`src/hw/rtl/i2c_command_nibble_packer_top_assert.svh`:
```
// Assertion macros used by the command nibble packer top module.
`ifndef I2C_COMMAND_NIBBLE_PACKER_TOP_ASSERT_SVH
`define I2C_COMMAND_NIBBLE_PACKER_TOP_ASSERT_SVH

// The consequent must hold in the same cycle as the antecedent.
`define I2CNP_ASSERT_IMP(lbl, ante, cons) \
    lbl: assert property (@(posedge i_clk) disable iff (!i_rst_n) (ante) |-> (cons)) \
        else $error("i2cnp assertion failed");

// The consequent must hold in the cycle after the antecedent.
`define I2CNP_ASSERT_NXT(lbl, ante, cons) \
    lbl: assert property (@(posedge i_clk) disable iff (!i_rst_n) (ante) |=> (cons)) \
        else $error("i2cnp assertion failed");

`endif

```
`src/hw/rtl/i2cnp_pkg.sv`:
```
`default_nettype none
package i2cnp_pkg;

    typedef enum logic [2:0] {
        OP_START = 3'd0,
        OP_STOP  = 3'd1,
        OP_WRITE = 3'd2,
        OP_READ  = 3'd3,
        OP_SLEEP = 3'd4,
        OP_END   = 3'd5,
        OP_RESET = 3'd6,
        OP_NONE  = 3'd7
    } t_op;

    typedef enum logic [1:0] {
        CSRC_CONST,
        CSRC_DATA,
        CSRC_RDLAST
    } t_csrc;

    localparam logic [3:0] CODE_PAD     = 4'h0;
    localparam logic [3:0] CODE_SCL_LO  = 4'h2;
    localparam logic [3:0] CODE_SCL_HI  = 4'h3;
    localparam logic [3:0] CODE_SDA_LO  = 4'h4;
    localparam logic [3:0] CODE_SDA_HI  = 4'h5;
    localparam logic [3:0] CODE_RESET   = 4'h6;
    localparam logic [3:0] CODE_SLEEP   = 4'h7;
    localparam logic [3:0] CODE_BIT0    = 4'h8;
    localparam logic [3:0] CODE_BIT1    = 4'hC;
    localparam logic [3:0] CODE_RD_ACK  = 4'h8;
    localparam logic [3:0] CODE_RD_NACK = 4'hC;
    localparam logic [3:0] CODE_READ    = 4'hD;
    localparam logic [3:0] CODE_ACK     = 4'hE;

    localparam logic [6:0] MAX_SLEEP = 7'd64;
    localparam logic [6:0] BYTE_BITS = 7'd8;

    typedef logic [3:0] t_step;

    localparam t_step ENT_START = 4'd0;
    localparam t_step ENT_STOP  = 4'd4;
    localparam t_step ENT_WRITE = 4'd7;
    localparam t_step ENT_READ  = 4'd9;
    localparam t_step ENT_SLEEP = 4'd11;
    localparam t_step ENT_END   = 4'd12;
    localparam t_step ENT_RESET = 4'd14;

    typedef struct packed {
        logic [3:0] code;
        t_csrc      src;
        logic       loop;
        logic       fin;
        logic       fin_if_pend;
    } t_uop;

    typedef struct packed {
        logic        valid;
        logic [3:0]  code;
        logic        last;
        logic [15:0] ridx;
    } t_push;

    typedef struct packed {
        logic ready;
        logic pend_valid;
    } t_pk_stat;

    function automatic t_uop uop_rom(t_step a);
        t_uop u;
        unique case (a)
            4'd0:    u = '{CODE_SDA_HI, CSRC_CONST,  1'b0, 1'b0, 1'b0};
            4'd1:    u = '{CODE_SCL_HI, CSRC_CONST,  1'b0, 1'b0, 1'b0};
            4'd2:    u = '{CODE_SDA_LO, CSRC_CONST,  1'b0, 1'b0, 1'b0};
            4'd3:    u = '{CODE_SCL_LO, CSRC_CONST,  1'b0, 1'b1, 1'b0};
            4'd4:    u = '{CODE_SDA_LO, CSRC_CONST,  1'b0, 1'b0, 1'b0};
            4'd5:    u = '{CODE_SCL_HI, CSRC_CONST,  1'b0, 1'b0, 1'b0};
            4'd6:    u = '{CODE_SDA_HI, CSRC_CONST,  1'b0, 1'b1, 1'b0};
            4'd7:    u = '{CODE_BIT0,   CSRC_DATA,   1'b1, 1'b0, 1'b0};
            4'd8:    u = '{CODE_ACK,    CSRC_CONST,  1'b0, 1'b1, 1'b0};
            4'd9:    u = '{CODE_READ,   CSRC_CONST,  1'b1, 1'b0, 1'b0};
            4'd10:   u = '{CODE_RD_ACK, CSRC_RDLAST, 1'b0, 1'b1, 1'b0};
            4'd11:   u = '{CODE_SLEEP,  CSRC_CONST,  1'b1, 1'b1, 1'b0};
            4'd12:   u = '{CODE_PAD,    CSRC_CONST,  1'b0, 1'b0, 1'b1};
            4'd13:   u = '{CODE_PAD,    CSRC_CONST,  1'b0, 1'b1, 1'b0};
            4'd14:   u = '{CODE_RESET,  CSRC_CONST,  1'b0, 1'b1, 1'b0};
            default: u = '{CODE_PAD,    CSRC_CONST,  1'b0, 1'b1, 1'b0};
        endcase
        return u;
    endfunction

    function automatic t_step op_entry(t_op op);
        t_step s;
        unique case (op)
            OP_START: s = ENT_START;
            OP_STOP:  s = ENT_STOP;
            OP_WRITE: s = ENT_WRITE;
            OP_READ:  s = ENT_READ;
            OP_SLEEP: s = ENT_SLEEP;
            OP_END:   s = ENT_END;
            OP_RESET: s = ENT_RESET;
            default:  s = ENT_RESET;
        endcase
        return s;
    endfunction

    // Number of command codes that one operation emits.
    function automatic logic [6:0] op_codes(t_op op, logic pend, logic [6:0] sleep_n);
        logic [6:0] n;
        unique case (op)
            OP_START: n = 7'd4;
            OP_STOP:  n = 7'd3;
            OP_WRITE: n = 7'd9;
            OP_READ:  n = 7'd9;
            OP_SLEEP: n = sleep_n;
            OP_END:   n = pend ? 7'd1 : 7'd2;
            OP_RESET: n = 7'd1;
            default:  n = 7'd0;
        endcase
        return n;
    endfunction

endpackage
`default_nettype wire

```
`src/hw/rtl/i2cnp_packer.sv`:
```
`default_nettype none
module i2cnp_packer #(
    parameter int CMD_BYTES = 4096
) (
    input  wire logic               i_clk,
    input  wire logic               i_rst_n,
    input  wire i2cnp_pkg::t_push   i_push,
    output i2cnp_pkg::t_pk_stat     o_stat,
    output logic                    o_out_valid,
    input  wire logic               i_out_ready,
    output logic [7:0]              o_cmd_byte,
    output logic [11:0]             o_byte_position,
    output logic                    o_wrapped,
    output logic [15:0]             o_read_index,
    output logic                    o_last
);
    import i2cnp_pkg::*;

    localparam int POS_W = $clog2(CMD_BYTES);
    localparam logic [POS_W-1:0] POS_LAST = POS_W'(CMD_BYTES - 1);

    logic             r_pend_valid;
    logic [3:0]       r_pend_code;
    logic [POS_W-1:0] r_wpos;
    logic             r_out_valid;
    logic [7:0]       r_out_byte;
    logic [11:0]      r_out_pos;
    logic             r_out_wrap;
    logic [15:0]      r_out_ridx;
    logic             r_out_last;

    logic w_ready;
    logic w_take;
    logic w_emit;
    logic w_wrap;

    assign w_ready = !r_pend_valid || !r_out_valid || i_out_ready;
    assign w_take  = i_push.valid && w_ready;
    assign w_emit  = w_take && r_pend_valid;
    assign w_wrap  = (r_wpos == POS_LAST);

    always_ff @(posedge i_clk) begin
        if (!i_rst_n) begin
            r_pend_valid <= 1'b0;
            r_pend_code  <= '0;
            r_wpos       <= '0;
            r_out_valid  <= 1'b0;
        end else begin
            if (w_take) begin
                r_pend_valid <= !r_pend_valid;
                r_pend_code  <= r_pend_valid ? 4'h0 : i_push.code;
            end
            if (w_emit) begin
                r_wpos      <= w_wrap ? '0 : r_wpos + POS_W'(1);
                r_out_valid <= 1'b1;
            end else if (i_out_ready) begin
                r_out_valid <= 1'b0;
            end
        end
    end

    always_ff @(posedge i_clk) begin
        if (w_emit) begin
            r_out_byte <= {i_push.code, r_pend_code};
            r_out_pos  <= 12'(r_wpos);
            r_out_wrap <= w_wrap;
            r_out_ridx <= i_push.ridx;
            r_out_last <= i_push.last;
        end
    end

    assign o_stat.ready      = w_ready;
    assign o_stat.pend_valid = r_pend_valid;
    assign o_out_valid       = r_out_valid;
    assign o_cmd_byte        = r_out_byte;
    assign o_byte_position   = r_out_pos;
    assign o_wrapped         = r_out_wrap;
    assign o_read_index      = r_out_ridx;
    assign o_last            = r_out_last;

endmodule
`default_nettype wire

```
`src/hw/rtl/i2c_command_nibble_packer_top.sv`:
```
`default_nettype none
// Turns I2C bus operations into 4-bit command codes packed two to a byte, first code in the
// low nibble. One operation is accepted at a time; a microcode sequencer then emits one
// command code per clock while the output is taken promptly. Codes per operation: start 4,
// stop 3, write or read byte 9, sleep of n ticks n (ticks saturate at 64), end 1 or 2,
// reset 1. Operation code 7 and a sleep of zero ticks are taken and give no word. Each
// completed byte is a word with its store position, a wrap flag, the read index for read
// bytes, and a last flag on the final word of the operation; a stalled output word holds
// the sequencer at its next completing code.
module i2c_command_nibble_packer_top #(
    parameter int CMD_BYTES = 4096
) (
    input  wire logic        i_clk,
    input  wire logic        i_rst_n,
    input  wire logic        i_in_valid,
    output logic             o_in_ready,
    input  wire logic [2:0]  i_operation,
    input  wire logic [7:0]  i_data_byte,
    input  wire logic        i_last_read,
    input  wire logic [6:0]  i_sleep_ticks,
    output logic             o_out_valid,
    input  wire logic        i_out_ready,
    output logic [7:0]       o_cmd_byte,
    output logic [11:0]      o_byte_position,
    output logic             o_wrapped,
    output logic [15:0]      o_read_index,
    output logic             o_last
);
    import i2cnp_pkg::*;
    `include "i2c_command_nibble_packer_top_assert.svh"

    logic        r_busy, n_busy;
    t_step       r_step, n_step;
    logic [6:0]  r_cnt, n_cnt;
    logic [6:0]  r_left, n_left;
    logic [7:0]  r_data, n_data;
    logic        r_last_read, n_last_read;
    logic [15:0] r_ridx, n_ridx;
    logic [15:0] r_rdcnt, n_rdcnt;

    t_op        w_op;
    logic [6:0] w_sleep_n;
    logic       w_acc;
    logic       w_go;
    logic       w_done;
    t_uop       w_uop;
    t_push      w_push;
    t_pk_stat   w_stat;

    assign w_op      = t_op'(i_operation);
    assign w_sleep_n = (i_sleep_ticks > MAX_SLEEP) ? MAX_SLEEP : i_sleep_ticks;
    assign o_in_ready = !r_busy;
    assign w_acc     = i_in_valid && !r_busy;
    assign w_uop     = uop_rom(r_step);
    assign w_go      = r_busy && w_stat.ready;
    assign w_done    = !(w_uop.loop && (r_cnt != 7'd1))
                       && (w_uop.fin || (w_uop.fin_if_pend && w_stat.pend_valid));

    always_comb begin
        w_push.valid = r_busy;
        w_push.last  = (r_left <= 7'd2);
        w_push.ridx  = r_ridx;
        case (w_uop.src)
            CSRC_DATA:   w_push.code = r_data[7] ? CODE_BIT1 : CODE_BIT0;
            CSRC_RDLAST: w_push.code = r_last_read ? CODE_RD_NACK : CODE_RD_ACK;
            default:     w_push.code = w_uop.code;
        endcase
    end

    always_comb begin
        n_busy      = r_busy;
        n_step      = r_step;
        n_cnt       = r_cnt;
        n_left      = r_left;
        n_data      = r_data;
        n_last_read = r_last_read;
        n_ridx      = r_ridx;
        n_rdcnt     = r_rdcnt;
        if (w_acc) begin
            n_busy      = (w_op != OP_NONE) && !((w_op == OP_SLEEP) && (w_sleep_n == 7'd0));
            n_step      = op_entry(w_op);
            n_cnt       = (w_op == OP_SLEEP) ? w_sleep_n : BYTE_BITS;
            n_left      = op_codes(w_op, w_stat.pend_valid, w_sleep_n);
            n_data      = i_data_byte;
            n_last_read = i_last_read;
            n_ridx      = (w_op == OP_READ) ? r_rdcnt : 16'd0;
            if (w_op == OP_READ) begin
                n_rdcnt = r_rdcnt + 16'd1;
            end
        end else if (w_go) begin
            n_left = r_left - 7'd1;
            if (w_uop.src == CSRC_DATA) begin
                n_data = {r_data[6:0], 1'b0};
            end
            if (w_uop.loop && (r_cnt != 7'd1)) begin
                n_cnt = r_cnt - 7'd1;
            end else if (w_done) begin
                n_busy = 1'b0;
            end else begin
                n_step = r_step + t_step'(1);
            end
        end
    end

    always_ff @(posedge i_clk) begin
        if (!i_rst_n) begin
            r_busy  <= 1'b0;
            r_step  <= '0;
            r_cnt   <= '0;
            r_left  <= '0;
            r_rdcnt <= '0;
        end else begin
            r_busy  <= n_busy;
            r_step  <= n_step;
            r_cnt   <= n_cnt;
            r_left  <= n_left;
            r_rdcnt <= n_rdcnt;
        end
    end

    always_ff @(posedge i_clk) begin
        r_data      <= n_data;
        r_last_read <= n_last_read;
        r_ridx      <= n_ridx;
    end

    i2cnp_packer #(
        .CMD_BYTES(CMD_BYTES)
    ) u_packer (
        .i_clk           (i_clk),
        .i_rst_n         (i_rst_n),
        .i_push          (w_push),
        .o_stat          (w_stat),
        .o_out_valid     (o_out_valid),
        .i_out_ready     (i_out_ready),
        .o_cmd_byte      (o_cmd_byte),
        .o_byte_position (o_byte_position),
        .o_wrapped       (o_wrapped),
        .o_read_index    (o_read_index),
        .o_last          (o_last)
    );

    `I2CNP_ASSERT_IMP(a_busy_has_codes, r_busy, r_left != 7'd0)
    `I2CNP_ASSERT_NXT(a_final_step_idles, (w_go && w_done), !r_busy)
    `I2CNP_ASSERT_NXT(a_read_counts, (w_acc && (w_op == OP_READ)), r_rdcnt == $past(r_rdcnt) + 16'd1)
    `I2CNP_ASSERT_IMP(a_final_step_last, (w_go && w_done && w_stat.pend_valid), w_push.last)

endmodule
`default_nettype wire
```
`config.mk`:
```
export PLATFORM = sky130hd
export DESIGN_NAME = i2c_command_nibble_packer_top
export DESIGN_NICKNAME = d
export VERILOG_FILES = /design/src/hw/rtl/i2cnp_pkg.sv /design/src/hw/rtl/i2cnp_packer.sv /design/src/hw/rtl/i2c_command_nibble_packer_top.sv
export VERILOG_INCLUDE_DIRS = /design/src /design/src/hw/rtl
export SDC_FILE = /design/constraint.sdc
export NUM_CORES = 1
export LEC_CHECK = 0
export BUFFER_PORTS_ARGS = -buffer_cell sky130_fd_sc_hd__buf_4
export CAP_MARGIN = 20
export CORE_ASPECT_RATIO = 1.1
export CORE_MARGIN = 5
export CORE_UTILIZATION = 35
export CTS_CLUSTER_DIAMETER = 120
export DETAILED_ROUTE_END_ITERATION = 6
export PLACE_DENSITY_LB_ADDON = 0.2
export SETUP_SLACK_MARGIN = 0.02
export SYNTH_ARGS = -nofsm -noshare
export SYNTH_HDL_FRONTEND = slang
export SYNTH_SLANG_ARGS = --single-unit
```
`constraint.sdc`:
```
create_clock -name i_clk -period 3.2 [get_ports i_clk]
set_input_delay 0.64 -clock i_clk [delete_from_list [all_inputs] [get_ports i_clk]]
set_output_delay 0.64 -clock i_clk [all_outputs]
set_load 0.02 [all_outputs]
```
* Word-level counts from Yosys, hierarchy flattened
Memory sizes are Yosys's and may differ from the RTL's. A register that Yosys moved wholly into a read port is not among the register bits.
Cells that the tools add are included.
** Word-level totals
- Register bits :: 116
- Memory bits (read-only) :: 144
- Input bits :: 23
- Word-level logic and storage cells :: 97
- Memories kept :: 1
** Cells by class
- Add/subtract/negate cells :: 5
- Order comparisons :: 2
- Equal/unequal tests :: 13
- Mux-type cells :: 30
- Reduce and logical (&&, ||, !) cells :: 29
** Memories
- (name not given) :: words 16, width 9, rd ports 1, clocked after Yosys merged registers in 1, wr ports 0, RTL line i2cnp_pkg.sv:70 : unique case (a)
** Operators with widths (count)
- $mux 7 :: 7
- $pmux 7 s6 :: 1
- $mux 4 :: 7
- $mux 8 :: 3
- $pmux 4 s6 :: 1
- $add 16x1->16 const B :: 1
- $sub 7x1->7 const B :: 2
- $add 12x1->12 const B :: 1
- $eq 12x12->1 const B :: 1
- $mux 12 :: 1
- $reduce_bool 2->1 :: 5
- $eq 3x3->1 const B :: 3
- $logic_and 1x1->1 :: 8
- $pmux 4 s2 :: 1
- $gt 7x7->1 const B :: 1
- $le 7x2->1 const B :: 1
- $logic_not 7->1 :: 1
- $ne 7x1->1 const B :: 1
- $eq 3x2->1 const B :: 2
- $mux 1 :: 6
- $mux 3 :: 2
- $reduce_and 2->1 :: 3
- $reduce_and 3->1 :: 2
- $logic_not 1->1 :: 5
- other kinds (10) :: 13

* Longest topological paths before layout
- Depth after elaboration :: 10
- Mapped depth :: 13
- Depth with buffers taken out :: 13

* Modules after synthesis
From an unflattened synthesis, not the netlist that was laid out.
** Second synthesis, totals
- Cells, all modules :: 514
- Area, all modules :: 5462.7 µm²
** By module, submodules not included
- i2c_command_nibble_packer_top :: instances 1, cells each 378, area each 3474.6 µm², seq. area each 1631.6 µm²
- i2cnp_packer :: instances 1, cells each 136, area each 1988.2 µm², seq. area each 1501.4 µm²

* Worst setup path after synthesis
Ideal clock, no wire load.
- Kind :: input -> register
- Start point :: in i_operation[2]
- End point :: reg, netlist name w_uop[5]
- Arrival time :: 2.776 ns
- Required time :: 3.080 ns
- Setup slack :: 0.304 ns
- Stages :: 9
- Cells stage by stage :: clkbuf_1 > or3b_2 > a221oi_1 > and2_1 > inv_1 > ha_1 > inv_1 > mux2i_1 > a211o_1
** On the way
- Word-level cells in the longest chain between the ends :: 5
** RTL lines
- start: declaration :: RTL line i2c_command_nibble_packer_top.sv:17 : input wire logic [2:0] i_operation,
- $eq 3x3->1 (tied with other cells) :: RTL line i2cnp_pkg.sv:93 : unique case (op)
- $pmux 4 s6 * :: RTL line i2cnp_pkg.sv:93
- $mux 4 * :: RTL line i2c_command_nibble_packer_top.sv:79 : if (w_acc) begin
- $mux 4 (no line) * (2 in series)
Mark *: on every way between the ends. The rest lies on a longest branch, timed or not.
A chain may end at the register's enable or synchronous reset.

* Worst setup path after layout
- Start point :: reg r_cnt[2]
- End point :: reg, netlist name w_uop[5]
** On the way
- Word-level cells in the longest chain between the ends :: 8
** RTL lines
- start: declaration :: RTL line i2c_command_nibble_packer_top.sv:34 : logic [6:0] r_cnt, n_cnt;
- start signal: assignment :: RTL line i2c_command_nibble_packer_top.sv:115 : r_cnt <= n_cnt;
- $ne 7x1->1 * :: RTL line i2c_command_nibble_packer_top.sv:56, i2c_command_nibble_packer_top.sv:95
- $logic_and 1x1->1 * :: RTL line i2c_command_nibble_packer_top.sv:56, i2c_command_nibble_packer_top.sv:95
- $logic_not 1->1 :: RTL line i2c_command_nibble_packer_top.sv:56 : assign w_done = !(w_uop.loop && (r_cnt != 7'd1))
- $logic_and 1x1->1 :: RTL line i2c_command_nibble_packer_top.sv:57 : && (w_uop.fin || (w_uop.fin_if_pend && w_stat.pend_valid));
- $ne 2x2->1 (no line)
- $reduce_and 3->1 (no line) *
- $mux 4 (no line) * (2 in series)
Marked as above.

==> results.ini <==
[outcome]
outcome = completed

[layout]
layout_common_cells = buf_4, nand2_1, edfxtp_1
fill_cells = 1485
final_nets = 639
diodes = 0
final_common_cell = buf_4
post-route-cell-area_sq_mm = 0.00678
layout-drive-gt1-share_pct = 17.6
area_growth_syn_to_layout_pct = 24.5

[die]
die_h_microns = 141
core_sq_mm = 0.0152
design.die.area_sq_mm = 0.0182
ioPinCount = 63
dieWidth_microns = 129
row_count = 47
start_util_pct = 35.9

[routing]
drt_wl_total_microns = 11700
via_count = 4006
viasPerCell = 4.95
firstDrtPassIters = 4
drc = 0
drt_iter0_drc = 286
postRouteAntennaNets = 0
wl_per_cell_microns = 14.5

[setup_path]
worstPathArrival_ns = 3.11
critPathLaunch = r_cnt[2]
crit_required_ns = 3.49
cp_max_fo = 6
r2r-start = r_cnt[2]
endpoint_kind = flip-flop
critPathCapture = w_uop[5]
reg2reg_to = w_uop[5]
cp-start-kind = flip-flop
r2r_cells = 11
rrSetupSlack_ns = 0.38
crit_type = reg2reg

[global_route]
antenna_found_initial = 0
grt_pass1_wl_microns = 19500
grt_pass1_vias = 4026
grt.overflow.total = 0
grt_start_max_net_pins = 28
grt_usage_pct = 13.6

[timing]
setup_viol = 0
slew_headroom_pct = 62.7
tns_ns = 0
min_period_ns = 2.82
finalWorstSetupSlack_ns = 0.382
tightestPinTransition_ns = 0.559
grt_setup_unrepaired = no
hold_viol_final = 0
slew_viol_final = 0
min_period_over_period_pct = 88.1
fin_skew_ns = 0.00734
max_freq_mhz = 355

[power_and_ir_drop]
vdd_ir_drop_max_v = 0.000327
power_leakage_uw = 0.00263
powerDensity_mw_per_mm2 = 617

[synthesis]
synth.top_cell.area_share_pct = 34.7
syn-cell-area_sq_mm = 0.00545
synth_top_family_by_area = simple AND/OR/NAND/NOR gates
async_flop_share_pct = 0
synth_largest_area_cell = edfxtp_1
synth_fa_ha_area_share_pct = 3.45
synth_compound_area_share_pct = 10.2
ys_types = 55
syn_inst = 525
yosysWarnings = 0
synth_xor_area_share_pct = 4.34
synth_area_leaders = edfxtp_1, dfxtp_1, nand2_1, nor2_1, ha_1
synth_seq_cells = 125
synth_edf_count = 63
avgSynthCellArea_sq_um = 10.4
synthMuxAreaShare_pct = 1.49
synth-main-ff-cell = edfxtp_1
yosysSeqAreaShare_pct = 57.5
synthSimpleGateAreaFrac_pct = 19.9
syn-num-nets = 563

[min_path]
hold_depth = 0
hold_class = reg2reg

[cts]
cts_setup_buffers = 0
clk_pin_slew_ns = 0.05
numCtsBuffers = 17
cts_resized = 0
cts_root_buffer = clkbuf_16
cts_tree = yes
clkLatencyLatePin_ns = 0.41
cts.sinks = 125
cts.hold.buffers_added = 0
h-tree-depth = 4
clk_path_buf_depth = 2

[place]
place_area_sq_mm = 0.00619
placement.io_buffers = 62
hpwlAfterDp_microns = 8470
gp_congestion = 0.837
place_worst_setup_slack_ns = 0.323

[run]
max_cap_violations = 0

## per-stage QoR
step	total power (uW)	utilization [%]	hold slack, ns	instances
after floorplan	2150	-	0.400	525
after global placement	2300	40.8	0.403	778
after detailed placement	2310	40.8	0.405	778
after CTS	4230	44.7	0.414	810
after global routing	4360	44.7	0.418	810
final	4190	44.7	0.415	810
## sequential cells by signal (all words and copies together), names as in the netlist
register / cells
r_busy: 1
r_cnt: 7
r_data: 8
r_last_read: 1
r_left: 7
r_rdcnt: 16
r_ridx: 16
r_step: 4
u_packer.o_byte_position: 12
u_packer.o_cmd_byte: 8
u_packer.o_last: 1
u_packer.o_out_valid: 1
u_packer.o_read_index: 16
u_packer.o_wrapped: 1
u_packer.r_pend_code: 4
u_packer.r_pend_valid: 1
u_packer.r_wpos: 12
w_uop: 9
## Yosys cell counts, types with 2 or more instances
master,n
inv_1,24
nor4_1,2
nand2_1,64
and3b_1,4
o22ai_1,2
a211oi_1,3
edfxtp_1,63
clkbuf_1,17
xor2_1,10
nor2_1,60
and3_1,6
nor3b_1,3
nand2b_1,6
and2_1,25
mux2i_1,7
a32oi_1,2
a21o_1,2
ha_1,15
nand4_1,4
o41ai_1,3
a22oi_1,3
o21a_1,3
xnor2_1,17
nand3_1,17
nor3_1,9
buf_1,2
o211ai_1,2
a21oi_1,28
a31oi_1,6
o31ai_1,2
nand3b_1,6
o21ai_0,15
dfxtp_1,62
or3_1,7
and4_1,3
nor2b_1,2
## worst max-delay path: stages, from the launching register on
cell	delay (ns)
dfxtp_1	0.35
or3_1	0.40
o41ai_1	0.28
buf_4	0.20
nand2_1	0.05
a221oi_1	0.32
and2_1	0.25
inv_1	0.10
ha_1	0.31
inv_1	0.05
mux2i_1	0.07
a211o_1	0.31
## logic make-up (layout without fill, tap and decap cells)
logic type | after synthesis | in the layout
buffers and inverters | 44 | 133
xor gates and xnor gates | 27 | 27
AOI/OAI and AO/OA | 84 | 84
adders and majority gates | 15 | 15
muxes | 8 | 8
and+or+nand+nor | 222 | 222
DFF | 125 | 125
## power breakdown
group	switching (uW)	internal, uW
Clock	647	1260
Combinational	269	186
Sequential	50.0	1780
## how the worst min path moves through the flow
stage / end / slack (ns) / from
finish: u_packer.o_read_index[7] / 0.42 / r_ridx[7]
CTS: r_last_read / 0.41 / i_last_read
floorplan: u_packer.o_read_index[0] / 0.40 / r_ridx[0]
detailed placement: u_packer.o_read_index[3] / 0.40 / r_ridx[3]
global placement: u_packer.o_read_index[15] / 0.40 / r_ridx[15]
global route: r_last_read / 0.42 / i_last_read
## layer usage
| metal | routed length, microns | global-route usage, % |
|---|---|---|
| met1 | 5130 | 17.3 |
| met3 | 641 | 3.29 |
| met2 | 5700 | 21.8 |
| met5 | 0 | 0 |
| met4 | 246 | 6.14 |
## cell type report
class                           count  area [sq um]  area share (%)
Tap cell                          196           245            3.62
Inverter                           25          93.8            1.38
Clock buffer                       23           468            6.90
Sequential cell                   125          3130            46.2
Multi-Input combinational cell    356          2150            31.7
Timing Repair Buffer               76           571            8.42
Clock inverter                      9           121            1.79
Power figures use the tool's default switching activity.
